<file path="src/rtl/s3ls_mul.sv">
// ----------------------------------------------------------------------------
// s3ls_mul
// Pipelined fixed point multiplier on half-width partial products, round to
// nearest (ties away from zero), saturating.
// ----------------------------------------------------------------------------
module s3ls_mul #(
	parameter int DATA_WIDTH = 32,
	parameter int FRAC_BITS  = 16
) (
	input  logic                         clk,
	input  logic                         en,
	input  logic signed [DATA_WIDTH-1:0] a,
	input  logic signed [DATA_WIDTH-1:0] b,
	output logic signed [DATA_WIDTH-1:0] prod
);
	localparam int W  = DATA_WIDTH;
	localparam int F  = FRAC_BITS;
	localparam int HW = (W + 1) / 2;
	localparam int UW = W - HW;
	localparam int PW = 2*W + 1 - F;
	localparam logic [PW-1:0] LIM_N = PW'(1) << (W-1);
	localparam logic [PW-1:0] LIM_P = LIM_N - PW'(1);
	localparam logic [2*W:0]  HALF  = (2*W+1)'(1) << (F-1);

	function automatic logic [W-1:0] mag(input logic [W-1:0] x);
		return x[W-1] ? W'(-x) : x;
	endfunction

	logic [W-1:0]      x_s0, y_s0;
	logic              neg_s0, neg_s1, neg_s2, neg_s3;
	logic [2*HW-1:0]   p00_s1;
	logic [W-1:0]      p01_s1, p10_s1;
	logic [2*UW-1:0]   p11_s1;
	logic [2*W-1:0]    p_s2;
	logic [PW-1:0]     q_s3;
	logic [W-1:0]      prod_s4;
	logic [2*W:0]      rnd;
	logic [PW-1:0]     lim;
	logic [PW-1:0]     m;

	always_comb begin
		rnd = {1'b0, p_s2} + HALF;
		lim = neg_s3 ? LIM_N : LIM_P;
		m   = (q_s3 > lim) ? lim : q_s3;
	end

	always_ff @(posedge clk) begin
		if (en) begin
			x_s0    <= mag(a);
			y_s0    <= mag(b);
			neg_s0  <= a[W-1] ^ b[W-1];
			p00_s1  <= (2*HW)'(x_s0[HW-1:0]) * (2*HW)'(y_s0[HW-1:0]);
			p01_s1  <= W'(x_s0[HW-1:0]) * W'(y_s0[W-1:HW]);
			p10_s1  <= W'(x_s0[W-1:HW]) * W'(y_s0[HW-1:0]);
			p11_s1  <= (2*UW)'(x_s0[W-1:HW]) * (2*UW)'(y_s0[W-1:HW]);
			neg_s1  <= neg_s0;
			p_s2    <= (2*W)'(p00_s1) + ((2*W)'(p01_s1) << HW) +
				((2*W)'(p10_s1) << HW) + ((2*W)'(p11_s1) << (2*HW));
			neg_s2  <= neg_s1;
			q_s3    <= rnd[2*W:F];
			neg_s3  <= neg_s2;
			prod_s4 <= neg_s3 ? W'(-m[W-1:0]) : m[W-1:0];
		end
	end

	assign prod = prod_s4;
endmodule

</file>
<file path="config.mk">
export PLATFORM = sky130hd
export DESIGN_NAME = s3ls_mul
export DESIGN_NICKNAME = d
export VERILOG_FILES = /design/src/rtl/s3ls_mul.sv
export SDC_FILE = /design/constraint.sdc
export NUM_CORES = 2
export LEC_CHECK = 0
export BUFFER_PORTS_ARGS = -buffer_cell sky130_fd_sc_hd__buf_2
export CAP_MARGIN = 10
export CORE_MARGIN = 2
export CORE_UTILIZATION = 50
export CTS_CLUSTER_SIZE = 12
export DETAILED_ROUTE_END_ITERATION = 7
export GPL_ROUTABILITY_DRIVEN = 0
export PLACE_DENSITY_LB_ADDON = 0.3
export SYNTH_ARGS = -nofsm -noshare
export SYNTH_HDL_FRONTEND = slang
export SYNTH_SLANG_ARGS = --single-unit
</file>
<file path="constraint.sdc">
create_clock -name clk -period 8.98 [get_ports clk]
set_input_delay 0.898 -clock clk [delete_from_list [all_inputs] [get_ports clk]]
set_output_delay 0.898 -clock clk [all_outputs]
set_load 0.02 [all_outputs]
</file>
---- Yosys cells after proc, flatten, opt, wreduce, memory -nomap -nowiden ----
Cells that the tools add are included.
storage, ports and cells
  bits in registers ....................... 341
  latch bits .............................. 0
  RAM bits ................................ 0
  ROM bits ................................ 0
  input bits .............................. 66
  word-level logic and storage cells ...... 33
  memories ................................ 0
cells by class
  $add $sub $neg .......................... 7
  multipliers ............................. 4
  div/mod/pow operators ................... 0
  $lt $le $gt $ge ......................... 1
  eq/ne operators ......................... 0
  shifts and indexed selects .............. 0
  muxes and demuxes ....................... 5
  bitwise logic cells ..................... 1
  reduce and logical (&&, ||, !) cells .... 0
operators with widths
  cell                                                              number
  16-bit by 16-bit multiplier with 32-bit output                    4
  32-bit two-way mux                                                3
  32-bit negator                                                    3
  64-bit by 16-bit adder with 65-bit output, second input constant  1
  50-bit by 64-bit adder with 64-bit output                         1
  31-bit two-way mux                                                2
  49-bit by 48-bit adder with 50-bit output                         1
  32-bit by 48-bit adder with 49-bit output                         1
  49-bit by 32-bit greater-than comparator with 1-bit output        1
  1-bit bitwise XOR                                                 1

---- Depth between registers and ports, before layout ----
  word-level depth ........................ 5
  gate-level depth with buffers ........... 25
  depth with buffers taken out ............ 24

---- Worst setup path before layout ----
No wires, ideal clock.
  kind .................................... flip-flop to flip-flop
  from .................................... register x_s0[15]
  to ...................................... register p00_s1[31], data pin
  setup time .............................. 0.260 ns
  data arrival time ....................... 6.294 ns
  required time ........................... 8.720 ns
  path slack .............................. 2.426 ns
  cell stages (with the launch flop) ...... 23
  path buffers ............................ 1
  clock period less this slack ............ 6.554 ns
  cells stage by stage .................... edfxtp_1 -> clkbuf_1 -> nand2_1 -> fa_1 -> fa_1 -> inv_1 -> fa_1 -> inv_1 -> fa_1 -> fa_1 -> fa_1 -> inv_1 -> ha_1 -> a21o_1 -> a21o_1 -> a21oi_1 -> o21ba_2 -> o221ai_1 -> o41ai_1 -> o221ai_1 -> a221o_1 -> a21oi_1 -> xnor2_1
on the way
  word-level cells in the longest chain between the ends .. 1
RTL lines
  what                                            RTL line  RTL
  start: declaration                              29        logic [W-1:0] x_s0, y_s0;
  start signal: assignment                        49        x_s0 <= mag(a);
  16-bit by 16-bit multiplier with 32-bit output  52        p00_s1 <= (2*HW)'(x_s0[HW-1:0]) * (2*HW)'(y_s0[HW-1:0]);
  end signal: assignment                          52
  end: declaration                                31        logic [2*HW-1:0] p00_s1;
Every way passes these cells.
A chain may end at the register's enable or synchronous reset.

---- Worst setup path in the final report ----
  from .................................... register y_s0[2]
  to ...................................... register p00_s1[31], data pin
on the way
  word-level cells in the longest chain between the ends .. 1
RTL lines
  what                                            RTL line  RTL
  start: declaration                              29
  start signal: assignment                        50        y_s0 <= mag(b);
  16-bit by 16-bit multiplier with 32-bit output  52
Every way passes these cells.

==> out/summary.txt <==
DRC errors left = 2
top post-synthesis cells by area = fa_1, edfxtp_1, ha_1, inv_1, and2_1
total die area = 99640 µm²
status = complete, but fails checks
hold_sp = neg_s2$_DFFE_PP_
CP required = 9310 ps
GRT Util Overall = 0.2418
slowest stage delay, CP = 1160 ps
post-cts resize count = 0
die width = 315.7 µm
cells on worst reg2reg path = 20
global-route wire length before repair = 188500 µm
Synth Area per Inst = 9.727 µm²
FF+latch count, synth = 311
post-synthesis net count = 6348
initial antenna violation count = 6
RR Startpoint = y_s0[2]$_DFFE_PP_
Buf/Inv on CP = 3
area of the multi-input gates = 34860 µm²
WL final = 116200 µm
worst reg-to-reg setup slack = 1260 ps
number of max-cap violations = 0
setup TNS = 0 ps
layout cells sized above 1 = 0.05147
fraction of registers with async set/reset = 0
GRT overflow = 0
largest net degree at the start of global routing = 140
vias in the first global route = 34970
Clk pin slew, worst setup/hold paths = 60 ps
Clock Sinks = 311
relative slew slack = 0.1857
hold path cells = 0
total core area = 96420 µm²
hold slack = 418.0 ps
postcts setup bufs = 0
number of synthesized flops with an enable pin = 311
ordered cell list for the critical path = nand2_1 > fa_1 > fa_1 > fa_1 > inv_1 > fa_1 > fa_1 > inv_1 > fa_1 > inv_1 > ha_1 > a211oi_1 > o221ai_1 > a211oi_1 > o221ai_1 > o41ai_1 > o221ai_1 > a221o_1 > a21oi_1 > xnor2_1
crit path capture type = flop
Hold Path Sink = neg_s3$_DFFE_PP_
num rows = 114
worst-case clock buffer depth = 3
Finish-stage setup viols = 0
CTS tree = yes
Setup CP Type = flop to flop
crit path launch type = flop
TritonCTS Buffers = 39
worst hold path type = flop to flop
Hold Fails Final Rpt = 0
Final ANT Viol Nets = 0
synth warn = 0
Vias per Instance = 5.354
Reg area = 9339 µm²
Max Clk Rate = 129.5 MHz
synthesis-to-finish area growth = 6.611%
Clk Latency, worst-skew pair = 590 ps
Final HPWL DP = 93010 µm
Worst Tran Pin Value = 1221 ps
Layout Nets = 6358
Pins Over Slew Limit = 0
die height = 315.7 µm
starting DRC count in detailed routing = 2264
RSZ-0062 raised after global routing = no
Fill cells = 8597
post-synthesis sequential area ratio = 0.1923
final period utilization = 0.8596
total iterations of the first detailed-routing run = 8
skew final = 22.68 ps
CP top delay family = adder cells
ys flop type = edfxtp_1
Data arrival, critical path = 8050 ps
CTS Root Cell = clkbuf_16
H-tree depth = 2
post-route minimum period = 7719 ps
Routed WL per cell = 18.41 µm
Post-CTS Hold Buffers = 0
Port Buf Inserts = 97
post-synth top area cell = fa_1
Initial Utilization = 0.5037
Top cell by count, worst path = fa_1
slowest stage cell, crit path = edfxtp_1
Ports = 98
synth unique cells = 69
Vias = 33780
failing checks = DRC
share of the synthesized area in the top cell type = 0.3331
Post-Syn Area = 48570 µm²
worst reg2reg path endpoint = p00_s1[31]$_DFFE_PP_
Max Fanout on Critical Path = 32
Synth Instances = 4993
## state kept, by name (all words and copies together) (netlist names)
register,cells
p00_s1,17
q_s3,49
neg_s0,1
p11_s1,32
prod,32
neg_s2,1
x_s0,32
neg_s1,1
y_s0,32
p_s2,49
p10_s1,32
neg_s3,1
p01_s1,32
## final cells by class
class | instances | area share
repair buffers | 185 | 0.02257
inverters | 947 | 0.06865
clock buffers | 45 | 0.01928
clock inverters | 25 | 0.004930
diodes | 1 | 0.00004833
multi-input cells | 3519 | 0.6733
flip-flops and latches | 311 | 0.1804
well taps | 1276 | 0.03083
## synthesized netlist by cell type, drive strengths merged (4+ instances only)
| library cell | number |
|---|---|
| a2111oi | 4 |
| a211o | 7 |
| a211oi | 23 |
| a21o | 52 |
| a21oi | 137 |
| a311oi | 4 |
| a31oi | 6 |
| and2 | 471 |
| and3 | 26 |
| and4 | 6 |
| clkbuf | 213 |
| edfxtp | 311 |
| fa | 808 |
| ha | 481 |
| inv | 947 |
| nand2 | 682 |
| nand2b | 25 |
| nand3 | 43 |
| nand3b | 7 |
| nand4 | 20 |
| nor2 | 113 |
| nor2b | 17 |
| nor3 | 29 |
| nor4 | 17 |
| o2111ai | 10 |
| o211ai | 8 |
| o21a | 22 |
| o21ai | 112 |
| o21bai | 18 |
| o221ai | 4 |
| o22a | 6 |
| o22ai | 5 |
| o31a | 4 |
| o31ai | 18 |
| o41ai | 9 |
| or2 | 7 |
| or3 | 27 |
| or4 | 10 |
| xnor2 | 192 |
| xor2 | 53 |
## per-stage QoR
stage	std cells	worst slack (ps)	util	instance area, µm²
6_report	6309	1261	0.5370	51780
5_1_grt	6308	792.6	0.5370	51770
4_1_cts	6308	1343	0.5370	51770
3_5_place_dp	6238	1368	0.5240	50520
3_3_place_gp	6238	1454	0.5240	50520
2_1_floorplan	4993	2426	-	48570
## how the worst max path moves through the flow
stage | from | end | cells past startpoint
global route | y_s0[2]$_DFFE_PP_ | p00_s1[31]$_DFFE_PP_ | 20
finish | y_s0[2]$_DFFE_PP_ | p00_s1[31]$_DFFE_PP_ | 20
detailed placement | y_s0[2]$_DFFE_PP_ | p00_s1[31]$_DFFE_PP_ | 20
global placement | y_s0[1]$_DFFE_PP_ | p00_s1[31]$_DFFE_PP_ | 20
floorplan | x_s0[15]$_DFFE_PP_ | p00_s1[31]$_DFFE_PP_ | 22
CTS | y_s0[1]$_DFFE_PP_ | p00_s1[31]$_DFFE_PP_ | 20
## logic make-up (layout without fill, tap and decap cells)
family,after synthesis,in the layout,synth area share
buffers and inverters,1163,1202,0.08989
DFF,311,311,0.1923
other,0,1,0
and+or+nand+nor,1507,1507,0.1530
xor gates and xnor gates,245,245,0.04418
AOI/OAI and AO/OA,475,475,0.06302
adders and majority gates,1289,1289,0.4570
muxes,3,3,0.0006183
## placed cells by master, fill, tap and decap left out, types with 23 or more instances in the layout
| cell | instances |
|---|---|
| inv_1 | 947 |
| fa_1 | 808 |
| nand2_1 | 682 |
| ha_1 | 481 |
| and2_1 | 471 |
| edfxtp_1 | 311 |
| xnor2_1 | 192 |
| a21oi_1 | 137 |
| nor2_1 | 113 |
| o21ai_0 | 109 |
| buf_2 | 96 |
| buf_4 | 87 |
| xor2_1 | 53 |
| a21o_1 | 52 |
| nand3_1 | 43 |
| clkbuf_16 | 39 |
| nor3_1 | 29 |
| and3_1 | 26 |
| or3_1 | 25 |
| a211oi_1 | 23 |
| nand2b_1 | 23 |
## routing by layer
layer  wire (µm)  up-vias  GRT usage  part of all wire
li1            -    15660          -                 -
met1       49050    16880     0.3232              0.42
met2       54610     1045     0.4008              0.47
met3        8749      194    0.04670             0.075
met4        3660       10    0.07217             0.032
met5         112        -          0           0.00096
Power is left out: the tool's default activity adds up to more than one toggle a clock period on the data nets, which glitch-free logic cannot reach.
